## config.mk

```make
export PLATFORM = sky130hd
export DESIGN_NAME = temp_scratchpad_crc_decoder
export DESIGN_NICKNAME = d
export VERILOG_FILES = /design/src/rtl/tscd_pkg.sv /design/src/rtl/tscd_front.sv /design/src/rtl/tscd_queue.sv /design/src/rtl/tscd_back.sv /design/src/rtl/temp_scratchpad_crc_decoder.sv
export SDC_FILE = /design/constraint.sdc
export NUM_CORES = 1
export LEC_CHECK = 0
export ABC_AREA = 1
export CAP_MARGIN = 25
export CELL_PAD_IN_SITES_DETAIL_PLACEMENT = 1
export CELL_PAD_IN_SITES_GLOBAL_PLACEMENT = 2
export CORE_MARGIN = 4
export CORE_UTILIZATION = 44
export CTS_CLUSTER_DIAMETER = 80
export DETAILED_ROUTE_END_ITERATION = 6
export DONT_BUFFER_PORTS = 1
export PLACE_DENSITY_LB_ADDON = 0.1
export SYNTH_ARGS = -nofsm -noshare
export SYNTH_HDL_FRONTEND = slang
export SYNTH_SLANG_ARGS = --single-unit
```

## constraint.sdc

```tcl
create_clock -name clk -period 7.9 [get_ports clk]
set_clock_uncertainty 0.05 [all_clocks]
set_input_delay 1.185 -clock clk [delete_from_list [all_inputs] [get_ports clk]]
set_output_delay 1.185 -clock clk [all_outputs]
set_load 0.02 [all_outputs]
```

## src/rtl/tscd_pkg.sv

```systemverilog
// ----------------------------------------------------------------------------
// tscd_pkg
// Shared types, codes and tables of the four-lane scratchpad CRC decoder.
// ----------------------------------------------------------------------------
package tscd_pkg;

  // lanes and storage defaults
  localparam int LANES                = 4;
  localparam int LANE_W               = 2;
  localparam int SCRATCHPAD_BYTES_DEF = 9;
  localparam int QUEUE_DEPTH_DEF      = 2;

  // configuration register indexes
  localparam int           CFG_INDEX_W  = 2;
  localparam logic [1:0]   CFG_SEED     = 2'd0;
  localparam logic [1:0]   CFG_FEEDBACK = 2'd1;

  // configuration reset values
  localparam logic [7:0] SEED_RST     = 8'h00;
  localparam logic [7:0] FEEDBACK_RST = 8'h18;

  // byte classes decided by the front
  localparam logic [1:0] KIND_FIRST  = 2'd0;
  localparam logic [1:0] KIND_SECOND = 2'd1;
  localparam logic [1:0] KIND_MID    = 2'd2;
  localparam logic [1:0] KIND_FINAL  = 2'd3;

  typedef logic [1:0] kind_t;

  // one classified word waiting for the back
  typedef struct packed {
    logic [LANES-1:0][7:0] bytes;
    logic [LANES-1:0]      enable;
    kind_t                 kind;
  } entry_t;

  // configuration seen by the back
  typedef struct packed {
    logic [7:0] seed;
    logic [7:0] feedback;
  } cfg_t;

  // back status for checking
  typedef struct packed {
    logic crc_busy;
    logic emitting;
  } back_status_t;

  // fraction nibble times 625 over 1000, rounded down
  function automatic logic [3:0] tenths_of(input logic [3:0] frac);
    logic [3:0] t;
    case (frac)
      4'd0:    t = 4'd0;
      4'd1:    t = 4'd0;
      4'd2:    t = 4'd1;
      4'd3:    t = 4'd1;
      4'd4:    t = 4'd2;
      4'd5:    t = 4'd3;
      4'd6:    t = 4'd3;
      4'd7:    t = 4'd4;
      4'd8:    t = 4'd5;
      4'd9:    t = 4'd5;
      4'd10:   t = 4'd6;
      4'd11:   t = 4'd6;
      4'd12:   t = 4'd7;
      4'd13:   t = 4'd8;
      4'd14:   t = 4'd8;
      default: t = 4'd9;
    endcase
    return t;
  endfunction

endpackage

```

## src/rtl/tscd_front.sv

```systemverilog
// ----------------------------------------------------------------------------
// tscd_front
// Accepts input words, tracks the scratchpad byte position and tags each
// word with its class before it enters the queue.
// ----------------------------------------------------------------------------
module tscd_front
  import tscd_pkg::*;
#(
  parameter int SCRATCHPAD_BYTES = SCRATCHPAD_BYTES_DEF
) (
  input  logic       clk,
  input  logic       rst_n,
  input  logic       in_valid,
  input  logic [7:0] in_lane0_byte,
  input  logic [7:0] in_lane1_byte,
  input  logic [7:0] in_lane2_byte,
  input  logic [7:0] in_lane3_byte,
  input  logic [3:0] in_lane_enable,
  input  logic       q_full,
  output logic       in_stall,
  output logic       q_push,
  output entry_t     q_wdata
);

  localparam int             POS_W    = $clog2(SCRATCHPAD_BYTES);
  localparam logic [POS_W-1:0] LAST_POS = POS_W'(SCRATCHPAD_BYTES - 1);

  logic [POS_W-1:0] pos_r, pos_nxt;
  kind_t            kind;

  // stall only while the queue has no room
  assign in_stall = q_full;
  assign q_push   = in_valid && !q_full;

  // classify by position
  always_comb begin
    if (pos_r >= LAST_POS) begin
      kind = KIND_FINAL;
    end else if (pos_r == '0) begin
      kind = KIND_FIRST;
    end else if (pos_r == POS_W'(1)) begin
      kind = KIND_SECOND;
    end else begin
      kind = KIND_MID;
    end
  end

  assign q_wdata.bytes  = {in_lane3_byte, in_lane2_byte, in_lane1_byte, in_lane0_byte};
  assign q_wdata.enable = in_lane_enable;
  assign q_wdata.kind   = kind;

  // position advances per accepted word, wraps after the final byte
  always_comb begin
    pos_nxt = pos_r;
    if (q_push) begin
      if (kind == KIND_FINAL) begin
        pos_nxt = '0;
      end else begin
        pos_nxt = pos_r + POS_W'(1);
      end
    end
  end

  always_ff @(posedge clk) begin
    if (!rst_n) begin
      pos_r <= '0;
    end else begin
      pos_r <= pos_nxt;
    end
  end

endmodule

```

## src/rtl/tscd_queue.sv

```systemverilog
// ----------------------------------------------------------------------------
// tscd_queue
// Short first-in first-out queue of classified words between front and back.
// ----------------------------------------------------------------------------
module tscd_queue
  import tscd_pkg::*;
#(
  parameter int DEPTH = QUEUE_DEPTH_DEF
) (
  input  logic   clk,
  input  logic   rst_n,
  input  logic   push,
  input  entry_t wdata,
  input  logic   pop,
  output entry_t rdata,
  output logic   full,
  output logic   empty
);

  localparam int PTR_W = $clog2(DEPTH);
  localparam int CNT_W = $clog2(DEPTH + 1);

  entry_t           mem [DEPTH];
  logic [PTR_W-1:0] wr_ptr_r, wr_ptr_nxt;
  logic [PTR_W-1:0] rd_ptr_r, rd_ptr_nxt;
  logic [CNT_W-1:0] count_r, count_nxt;

  assign full  = (count_r == CNT_W'(DEPTH));
  assign empty = (count_r == '0);
  assign rdata = mem[rd_ptr_r];

  // pointer and fill count update
  always_comb begin
    wr_ptr_nxt = wr_ptr_r;
    rd_ptr_nxt = rd_ptr_r;
    count_nxt  = count_r;
    if (push) begin
      wr_ptr_nxt = (wr_ptr_r == PTR_W'(DEPTH - 1)) ? '0 : wr_ptr_r + PTR_W'(1);
    end
    if (pop) begin
      rd_ptr_nxt = (rd_ptr_r == PTR_W'(DEPTH - 1)) ? '0 : rd_ptr_r + PTR_W'(1);
    end
    if (push && !pop) begin
      count_nxt = count_r + CNT_W'(1);
    end else if (pop && !push) begin
      count_nxt = count_r - CNT_W'(1);
    end
  end

  always_ff @(posedge clk) begin
    if (!rst_n) begin
      wr_ptr_r <= '0;
      rd_ptr_r <= '0;
      count_r  <= '0;
    end else begin
      wr_ptr_r <= wr_ptr_nxt;
      rd_ptr_r <= rd_ptr_nxt;
      count_r  <= count_nxt;
    end
  end

  // entry storage
  always_ff @(posedge clk) begin
    if (push) begin
      mem[wr_ptr_r] <= wdata;
    end
  end

endmodule

```

## src/rtl/tscd_back.sv

```systemverilog
// ----------------------------------------------------------------------------
// tscd_back
// Runs the bit-serial CRC of all four lanes, keeps the temperature bytes and
// emits one decoded reading per enabled lane on the final byte.
// ----------------------------------------------------------------------------
module tscd_back
  import tscd_pkg::*;
(
  input  logic         clk,
  input  logic         rst_n,
  input  cfg_t         cfg,
  input  entry_t       q_rdata,
  input  logic         q_empty,
  output logic         q_pop,
  output back_status_t status,
  output logic         out_valid,
  input  logic         out_stall,
  output logic [1:0]   out_sensor_index,
  output logic         out_crc_error,
  output logic         out_negative,
  output logic [6:0]   out_whole_degrees,
  output logic [3:0]   out_tenths,
  output logic         out_last
);

  localparam logic [1:0] ST_IDLE = 2'd0;
  localparam logic [1:0] ST_CRC  = 2'd1;
  localparam logic [1:0] ST_EMIT = 2'd2;

  logic [1:0]            state_r, state_nxt;
  logic [2:0]            bit_cnt_r, bit_cnt_nxt;
  logic [LANES-1:0][7:0] crc_r, crc_nxt;
  logic [LANES-1:0][7:0] data_r, data_nxt;
  logic [LANES-1:0]      mask_r, mask_nxt;
  logic [7:0]            temp_low_r  [LANES];
  logic [7:0]            temp_high_r [LANES];
  logic                  wr_low, wr_high;

  logic                  out_valid_r, out_valid_nxt;
  logic [1:0]            sensor_r;
  logic                  crc_err_r, neg_r, last_r;
  logic [6:0]            whole_r;
  logic [3:0]            tenths_r;

  logic                  slot_free, load;
  logic [LANE_W-1:0]     lane;
  logic [15:0]           raw, mag;
  logic [7:0]            start;

  // one CRC bit, reflected form
  function automatic logic [7:0] crc_bit(input logic [7:0] crc, input logic din,
                                         input logic [7:0] fbk);
    logic       fb;
    logic [7:0] c;
    fb = crc[0] ^ din;
    c  = fb ? (crc ^ fbk) : crc;
    return {fb, c[7:1]};
  endfunction

  // lowest pending lane
  function automatic logic [LANE_W-1:0] lowest(input logic [LANES-1:0] m);
    logic [LANE_W-1:0] idx;
    idx = '0;
    for (int n = LANES - 1; n >= 0; n--) begin
      if (m[n]) begin
        idx = LANE_W'(n);
      end
    end
    return idx;
  endfunction

  assign slot_free = !out_valid_r || !out_stall;
  assign lane      = lowest(mask_r);

  // decode of the selected lane
  assign raw = {temp_high_r[lane], temp_low_r[lane]};
  assign mag = raw[15] ? (~raw + 16'd1) : raw;

  assign status.crc_busy = (state_r == ST_CRC);
  assign status.emitting = (state_r == ST_EMIT);

  // sequencer
  always_comb begin
    state_nxt   = state_r;
    bit_cnt_nxt = bit_cnt_r;
    crc_nxt     = crc_r;
    data_nxt    = data_r;
    mask_nxt    = mask_r;
    q_pop       = 1'b0;
    wr_low      = 1'b0;
    wr_high     = 1'b0;
    load        = 1'b0;
    start       = 8'h00;
    case (state_r)
      ST_IDLE: begin
        if (!q_empty) begin
          if (q_rdata.kind == KIND_FINAL) begin
            if (q_rdata.enable == '0) begin
              q_pop = 1'b1;
            end else begin
              mask_nxt  = q_rdata.enable;
              state_nxt = ST_EMIT;
            end
          end else begin
            // first bit taken while the word is popped
            q_pop   = 1'b1;
            wr_low  = (q_rdata.kind == KIND_FIRST);
            wr_high = (q_rdata.kind == KIND_SECOND);
            for (int n = 0; n < LANES; n++) begin
              start       = (q_rdata.kind == KIND_FIRST) ? cfg.seed : crc_r[n];
              crc_nxt[n]  = crc_bit(start, q_rdata.bytes[n][0], cfg.feedback);
              data_nxt[n] = {1'b0, q_rdata.bytes[n][7:1]};
            end
            bit_cnt_nxt = 3'd1;
            state_nxt   = ST_CRC;
          end
        end
      end
      ST_CRC: begin
        for (int n = 0; n < LANES; n++) begin
          crc_nxt[n]  = crc_bit(crc_r[n], data_r[n][0], cfg.feedback);
          data_nxt[n] = {1'b0, data_r[n][7:1]};
        end
        bit_cnt_nxt = bit_cnt_r + 3'd1;
        if (bit_cnt_r == 3'd7) begin
          state_nxt = ST_IDLE;
        end
      end
      ST_EMIT: begin
        if (slot_free) begin
          load     = 1'b1;
          mask_nxt = mask_r & ~(LANES'(1) << lane);
          if (mask_nxt == '0) begin
            q_pop     = 1'b1;
            state_nxt = ST_IDLE;
          end
        end
      end
      default: begin
        state_nxt = ST_IDLE;
      end
    endcase
  end

  // output register valid
  always_comb begin
    out_valid_nxt = out_valid_r;
    if (load) begin
      out_valid_nxt = 1'b1;
    end else if (!out_stall) begin
      out_valid_nxt = 1'b0;
    end
  end

  always_ff @(posedge clk) begin
    if (!rst_n) begin
      state_r     <= ST_IDLE;
      bit_cnt_r   <= '0;
      mask_r      <= '0;
      out_valid_r <= 1'b0;
    end else begin
      state_r     <= state_nxt;
      bit_cnt_r   <= bit_cnt_nxt;
      mask_r      <= mask_nxt;
      out_valid_r <= out_valid_nxt;
    end
  end

  // crc, shift data and temperature bytes
  always_ff @(posedge clk) begin
    crc_r  <= crc_nxt;
    data_r <= data_nxt;
    for (int n = 0; n < LANES; n++) begin
      if (wr_low) begin
        temp_low_r[n] <= q_rdata.bytes[n];
      end
      if (wr_high) begin
        temp_high_r[n] <= q_rdata.bytes[n];
      end
    end
  end

  // result payload
  always_ff @(posedge clk) begin
    if (load) begin
      sensor_r  <= 2'(lane);
      crc_err_r <= (crc_r[lane] != q_rdata.bytes[lane]);
      neg_r     <= raw[15];
      whole_r   <= mag[10:4];
      tenths_r  <= tenths_of(mag[3:0]);
      last_r    <= (mask_nxt == '0);
    end
  end

  assign out_valid         = out_valid_r;
  assign out_sensor_index  = sensor_r;
  assign out_crc_error     = crc_err_r;
  assign out_negative      = neg_r;
  assign out_whole_degrees = whole_r;
  assign out_tenths        = tenths_r;
  assign out_last          = last_r;

endmodule

```

## src/rtl/temp_scratchpad_crc_decoder.sv

```systemverilog
// ----------------------------------------------------------------------------
// temp_scratchpad_crc_decoder
// Four-lane scratchpad CRC-8 check and temperature decode, front and back
// parted by a short queue.
// ----------------------------------------------------------------------------
// non-final byte: one CRC bit per cycle on all lanes in the back
// final byte: one reading per enabled lane through the output register, held
//   under out_stall, first via the EMIT state; no lane: popped straight from IDLE
// input taken every cycle while the queue has room; no new word until the CRC ends
// reset: synchronous, active low; clears position, queue, sequencer, output
//   valid and restores crc_seed 0x00 and crc_feedback 0x18; no clearing pass
// ----------------------------------------------------------------------------
module temp_scratchpad_crc_decoder
  import tscd_pkg::*;
#(
  parameter int SCRATCHPAD_BYTES = SCRATCHPAD_BYTES_DEF,
  parameter int QUEUE_DEPTH      = QUEUE_DEPTH_DEF
) (
  input  logic                   clk,
  input  logic                   rst_n,
  input  logic                   in_valid,
  output logic                   in_stall,
  input  logic [7:0]             in_lane0_byte,
  input  logic [7:0]             in_lane1_byte,
  input  logic [7:0]             in_lane2_byte,
  input  logic [7:0]             in_lane3_byte,
  input  logic [3:0]             in_lane_enable,
  output logic                   out_valid,
  input  logic                   out_stall,
  output logic [1:0]             out_sensor_index,
  output logic                   out_crc_error,
  output logic                   out_negative,
  output logic [6:0]             out_whole_degrees,
  output logic [3:0]             out_tenths,
  output logic                   out_last,
  input  logic                   cfg_valid,
  output logic                   cfg_ready,
  input  logic [CFG_INDEX_W-1:0] cfg_index,
  input  logic [7:0]             cfg_data
);

  logic         q_push, q_pop, q_full, q_empty;
  entry_t       q_wdata, q_rdata;
  cfg_t         cfg;
  back_status_t bstat;
  logic [7:0]   seed_r, feedback_r;

  // configuration registers
  assign cfg_ready = 1'b1;

  always_ff @(posedge clk) begin
    if (!rst_n) begin
      seed_r     <= SEED_RST;
      feedback_r <= FEEDBACK_RST;
    end else if (cfg_valid && cfg_ready) begin
      if (cfg_index == CFG_SEED) begin
        seed_r <= cfg_data;
      end else if (cfg_index == CFG_FEEDBACK) begin
        feedback_r <= cfg_data;
      end
    end
  end

  assign cfg.seed     = seed_r;
  assign cfg.feedback = feedback_r;

  tscd_front #(
    .SCRATCHPAD_BYTES(SCRATCHPAD_BYTES)
  ) u_front (
    .clk           (clk),
    .rst_n         (rst_n),
    .in_valid      (in_valid),
    .in_lane0_byte (in_lane0_byte),
    .in_lane1_byte (in_lane1_byte),
    .in_lane2_byte (in_lane2_byte),
    .in_lane3_byte (in_lane3_byte),
    .in_lane_enable(in_lane_enable),
    .q_full        (q_full),
    .in_stall      (in_stall),
    .q_push        (q_push),
    .q_wdata       (q_wdata)
  );

  tscd_queue #(
    .DEPTH(QUEUE_DEPTH)
  ) u_queue (
    .clk  (clk),
    .rst_n(rst_n),
    .push (q_push),
    .wdata(q_wdata),
    .pop  (q_pop),
    .rdata(q_rdata),
    .full (q_full),
    .empty(q_empty)
  );

  tscd_back u_back (
    .clk              (clk),
    .rst_n            (rst_n),
    .cfg              (cfg),
    .q_rdata          (q_rdata),
    .q_empty          (q_empty),
    .q_pop            (q_pop),
    .status           (bstat),
    .out_valid        (out_valid),
    .out_stall        (out_stall),
    .out_sensor_index (out_sensor_index),
    .out_crc_error    (out_crc_error),
    .out_negative     (out_negative),
    .out_whole_degrees(out_whole_degrees),
    .out_tenths       (out_tenths),
    .out_last         (out_last)
  );

`ifndef NO_ASSERTIONS
  // back never pops an empty queue
  a_pop_not_empty: assert property (@(posedge clk) disable iff (!rst_n)
    q_pop |-> !q_empty)
    else $error("queue popped while empty");

  // a new reading only appears out of the emit phase
  a_out_from_emit: assert property (@(posedge clk) disable iff (!rst_n)
    $rose(out_valid) |-> $past(bstat.emitting))
    else $error("reading loaded outside emit phase");

  // crc engine and emitter never run together
  a_back_exclusive: assert property (@(posedge clk) disable iff (!rst_n)
    $onehot0({bstat.crc_busy, bstat.emitting}))
    else $error("crc and emit active at once");
`endif

endmodule
```

==> Word-level counts from Yosys, hierarchy flattened <==
Memories as Yosys holds them, arrays and structs flattened. A register that Yosys moved wholly into a read port is not among the register bits.
Cells that the tools add are included.
{ "word_totals": {"ff_bits": 110, "ram_bits": 140, "rom_bits": 64, "in_bits": 51, "out_inout_bits": 19, "wordCells": 171, "memories": 4} }
{ "mem_list": {"columns": ["memory", "depth", "word_bits", "read_ports", "rd_ports_with_merged_regs", "wr", "line_no", "text"], "rows": [
  ["u_queue.mem", 2, 38, 1, 1, 1, "tscd_queue.sv:23", "entry_t mem [DEPTH];"],
  ["(no name shown)", 16, 4, 1, 1, 0, "tscd_pkg.sv:52", "case (frac)"],
  ["u_back.temp_high_r", 4, 8, 1, 0, 4, "tscd_back.sv:36", "logic [7:0] temp_high_r [LANES];"],
  ["u_back.temp_low_r", 4, 8, 1, 0, 4, "tscd_back.sv:35", "logic [7:0] temp_low_r [LANES];"]
]} }
{ "classes": {"add_sub_neg": 7, "n_lt_le_gt_ge": 2, "n_eq_ne": 17, "n_shift": 1, "mux": 74, "bitwise": 20, "n_reduce_logical": 23} }
{ "op_table": {"columns": ["op", "count"], "rows": [
  ["2-to-1 mux 32 bit", 4],
  ["case mux 32 bit (2 select lines)", 2],
  ["2-to-1 mux 8 bit", 14],
  ["bitwise XOR 8 bit", 8],
  ["binary-select mux 8 bit (select 2 bit)", 2],
  ["2-to-1 mux 2 bit", 15],
  ["2-to-1 mux 1 bit", 25],
  ["2-to-1 mux 4 bit", 5],
  ["zero test 4 bit", 4],
  ["adder 11 x 1 -> 11 bit, second input constant", 1],
  ["2-to-1 mux 11 bit", 1],
  ["NOT 11 bit", 1],
  ["== test 2 bit, second input constant", 4],
  ["zero test 2 bit", 4],
  ["!= test 2 x 1 -> 1 bit, second input constant", 4],
  ["!= test 8 bit", 1],
  ["case mux 4 bit (2 select lines)", 1],
  ["bitwise XOR 1 bit", 8],
  ["== test 2 x 1 -> 1 bit, second input constant", 3],
  ["2-to-1 mux 3 bit", 2],
  ["case mux 2 bit (3 select lines)", 1],
  ["case mux 3 bit (2 select lines)", 1],
  ["AND reduction 3 bit", 2],
  ["zero test 1 bit", 5],
  ["21 further kinds", 26]
]} }

==> Longest topological paths before layout <==
{ "logic_depth": {"ltp_word": 14, "depth_mapped": 18} }

==> By module <==
A second synthesis with hierarchy kept.
{ "hier_totals": {"hier_cells": 1232, "area_unflattened_um2": 12057.8} }
{ "modules_own_cells": {"columns": ["mod", "n_inst", "cells_each", "area_per_inst_um2", "seq_area_each_um2"], "rows": [
  ["tscd_back", 1, 902, 7739.9, 3923.8],
  ["tscd_queue", 1, 153, 3051.7, 2382.3],
  ["temp_scratchpad_crc_decoder", 1, 103, 730.7, 320.3],
  ["tscd_front", 1, 74, 535.5, 80.1]
]} }

==> Worst setup path after synthesis <==
OpenSTA, ideal clock, no wires.
{ "synth_path": {"path_kind": "reg-to-reg", "start": "register (tool-made name)", "end": "memory u_back.temp_low_r[0][0] (enable)", "setup_ns": 0.502, "arrival_time_ns": 3.757, "slack_ns": 3.591, "stages_incl_launch_ff": 5, "n_path_buf": 0, "path_cell_list": "dfxtp_1 -> inv_2 -> nand2_2 -> nand2_2 -> nor4_1"} }
{ "synth_rtl": {"columns": ["element", "line_no"], "rows": [
  ["end, declared", "tscd_back.sv:35"]
]} }

==> results.ini <==
[status]
outcome=finished, final reports clean

[layout]
area_growth_pct=11.3
drive_above_1_share_pct=8.69
stdcell_count=1601
fin_nets=1306
post-route-cell-area_um2=12900
diodes=0

[pwr]
ir_drop_uv=251
power_frac_seq_pct=35.3
power_switching_mw=2.48
power_frac_comb_pct=42.8
p_leak_nw=5.17
power_density_nw_per_um2=454
switching_share_pct=42.4
power_frac_clock_pct=21.8
internal_power_mw=3.36

[synthesis]
synth-seq-cells=234
yosysWarnings=0
netlist_instances=1243
ys_seq_area_share_pct=57.8
syn_avg_cell_area_um2=9.31
synth_fp_nets=1304
synth_area_um2=11600
synth-edff-count=200
yosys_most_used_dff=edfxtp_1
async_reset_ff_share_pct=0
synthDistinctLibCells=43

[clock_tree]
clock_latency_ns=0.55
postCtsSetupRepairBufs=0
htreeDepth=1
ctsResizeCount=0
clockBufferDepth=3
clock_sinks=234
ctsHoldBuffers=0
clk_pin_slew_worst_paths_ns=0.06
numCtsBuffers=27
tritoncts=done
root_buffer=clkbuf_16

[setup_path]
path_class=flop to flop
cp_max_fo=43
r2r_end=u_back.crc_r[10]$_DFFE_PP_
crit_arrival_ns=3.70
critPathRequiredTime_ns=8.27
start_kind=flop
ff2ff_path_depth=12
r2r_slack_ns=4.57
endpoint=u_back.crc_r[10]$_DFFE_PP_
endpoint_kind=flop

[timing]
report.final.setup_viol=0
max_slew.worst_pin.slew_ns=1.07
max_freq_mhz=301
slew_violations=0
rsz0062_at_grt=false
min_period_ns=3.33
tns_ns=0
hold_viol_final=0
slew_headroom_pct=28.9
period_share_pct=42.1

[global_route]
antenna_found_initial=0
grt_max_degree=59
first_global_vias=9107
grt_pass1_wl_um=51700
grt_overflow=0
grt_usage_pct=22.9

[placed_design]
dpl.hpwl_um=22700
placed_cells=1550
port-buffer-count=0
place_area_um2=12000
routabilityCongestion=0.790

[detailed_routing]
routed_wl_um=33000
drt_pass1_iterations=5
avgViaCountPerCell=5.48
ant_nets=0
dr.first_iter.drc_count=683
drc=0
post_drt_wl_per_cell_um=20.6
vias=8779

[floorplan]
start_util_pct=44.5
coreArea_um2=26000
dieArea_um2=29000
ios=70
die_h_um=170
rows=59
dieWidth_um=170

[flow_run]
max_cap_viol_count=0

[worst_hold_path]
hp-class=flop to flop

==> registers in the layout, summed over array words and instances (netlist names), 2 cells and up, named ones only <==
name	count
u_queue.mem	76
u_back.crc_r	32
u_back.temp_low_r	32
u_back.data_r	28
u_back.temp_high_r	16
seed_r	8
feedback_r	7
u_back.out_whole_degrees	7
u_back.mask_r	4
u_back.out_tenths	4
u_front.pos_r	4
u_back.bit_cnt_r	3
u_back.out_sensor_index	2
u_back.state_r	2
u_queue.count_r	2
==> stage by stage <==
stage / total power [mW] / utilization, % / setup slack (ns) / hold WS (ns)
6_report: 5.84 / 49.6 / 4.57 / 0.412
5_1_grt: 6.25 / 49.6 / 4.20 / 0.426
4_1_cts: 5.87 / 49.5 / 4.50 / 0.407
3_5_place_dp: 4.58 / 46.0 / 4.45 / 0.407
3_3_place_gp: 4.51 / 45.9 / 4.54 / 0.390
2_1_floorplan: 3.77 / - / 3.59 / 0.379
==> power groups by stage <==
stage | Clock (mW) | Sequential [mW] | Combinational [mW]
6_report | 1.27 | 2.06 | 2.50
5_1_grt | 1.35 | 2.09 | 2.81
4_1_cts | 1.30 | 2.06 | 2.51
2_1_floorplan | 0 | 2.05 | 1.73
3_3_place_gp | 0 | 2.08 | 2.43
3_5_place_dp | 0 | 2.09 | 2.49
==> cell type report <==
type,instances,area [um^2]
sequential,234,6690
clock buffer,28,679
fill,2965,13100
multi-input combinational,800,4080
clock inverter,22,225
inverter,164,617
tap,335,419
timing repair buffer,18,168
==> layer usage <==
layer	up-vias	routed length, um	track usage (%)
li1	4222	-	-
met1	4308	15800	34.0
met2	214	15100	36.2
met3	35	1690	3.65
met4	0	439	3.78
met5	-	0	0
==> critical path, cell delays in order (launching register included) <==
cell,delay [ns]
dfxtp_1,0.31
buf_4,0.38
inv_2,0.35
nand2_2,0.14
nand2_2,0.15
nor2_8,0.55
nand2_4,0.19
o21ai_2,0.16
xor2_4,0.37
inv_2,0.18
nand3_1,0.13
nand3_1,0.09
nand2_1,0.09
==> placed cells by master, fill, tap and decap left out, types with 27 or more instances in the layout <==
| master | Yosys | final |
|---|---|---|
| a21oi_1 | 41 | 41 |
| nand2_1 | 231 | 231 |
| clkbuf_16 | 0 | 27 |
| nand3_1 | 153 | 153 |
| inv_1 | 150 | 149 |
| edfxtp_1 | 200 | 200 |
| o21ai_0 | 145 | 145 |
| dfxtp_1 | 34 | 34 |
| nor2_1 | 97 | 92 |
| o21bai_1 | 28 | 28 |
==> how the worst min path moves through the flow <==
stage | startpoint | end | slack [ns] | cells past startpoint
after floorplan | u_back.bit_cnt_r[0]$_SDFFE_PN0P_ | u_back.bit_cnt_r[0]$_SDFFE_PN0P_ | 0.38 | 1
after global placement | u_queue.rd_ptr_r$_SDFFE_PN0P_ | u_queue.rd_ptr_r$_SDFFE_PN0P_ | 0.39 | 1
after detailed placement | u_queue.rd_ptr_r$_SDFFE_PN0P_ | u_queue.rd_ptr_r$_SDFFE_PN0P_ | 0.41 | 1
after CTS | u_queue.rd_ptr_r$_SDFFE_PN0P_ | flop | 0.41 | 1
after global routing | u_queue.rd_ptr_r$_SDFFE_PN0P_ | u_queue.rd_ptr_r$_SDFFE_PN0P_ | 0.43 | 1
final | u_queue.rd_ptr_r$_SDFFE_PN0P_ | u_queue.rd_ptr_r$_SDFFE_PN0P_ | 0.41 | 1
==> cells by family after synthesis <==
group                      after synthesis  synth area share (%)
and+or+nand+nor                        529                  20.2
AOI/OAI and AO/OA                      246                  12.0
DFF                                    234                  57.8
buffers and inverters                  209                  7.23
xor gates and xnor gates                14                  1.71
adders and majority gates               10                  1.08
other                                    1                0.0324
==> synth_stat cells, types with 2 or more instances <==
master / instances / share of area (%)
dfxtp_1: 34 / 5.9
clkbuf_1: 20 / 0.65
nand2_1: 231 / 7.5
a31oi_1: 5 / 0.27
edfxtp_1: 200 / 52
nand4_1: 7 / 0.38
o21ai_2: 5 / 0.38
a21oi_1: 41 / 1.8
nand3b_1: 3 / 0.19
nor3_1: 2 / 0.087
buf_2: 12 / 0.52
nand2_4: 2 / 0.19
xor2_4: 4 / 0.95
nand3_1: 153 / 6.6
a22oi_1: 8 / 0.52
o21ai_4: 2 / 0.28
nor2_1: 97 / 3.1
buf_6: 3 / 0.29
o21ai_1: 5 / 0.22
inv_2: 13 / 0.42
buf_4: 4 / 0.26
inv_1: 150 / 4.9
or2_0: 13 / 0.70
o21ai_0: 145 / 6.3
xnor2_1: 9 / 0.68
or2_1: 3 / 0.16
nand2_2: 5 / 0.27
o211ai_1: 3 / 0.19
ha_1: 10 / 1.1
or2_2: 9 / 0.49
buf_1: 6 / 0.19
o21bai_1: 28 / 1.8
No activity file was read; power rests on OpenSTA's default activity.
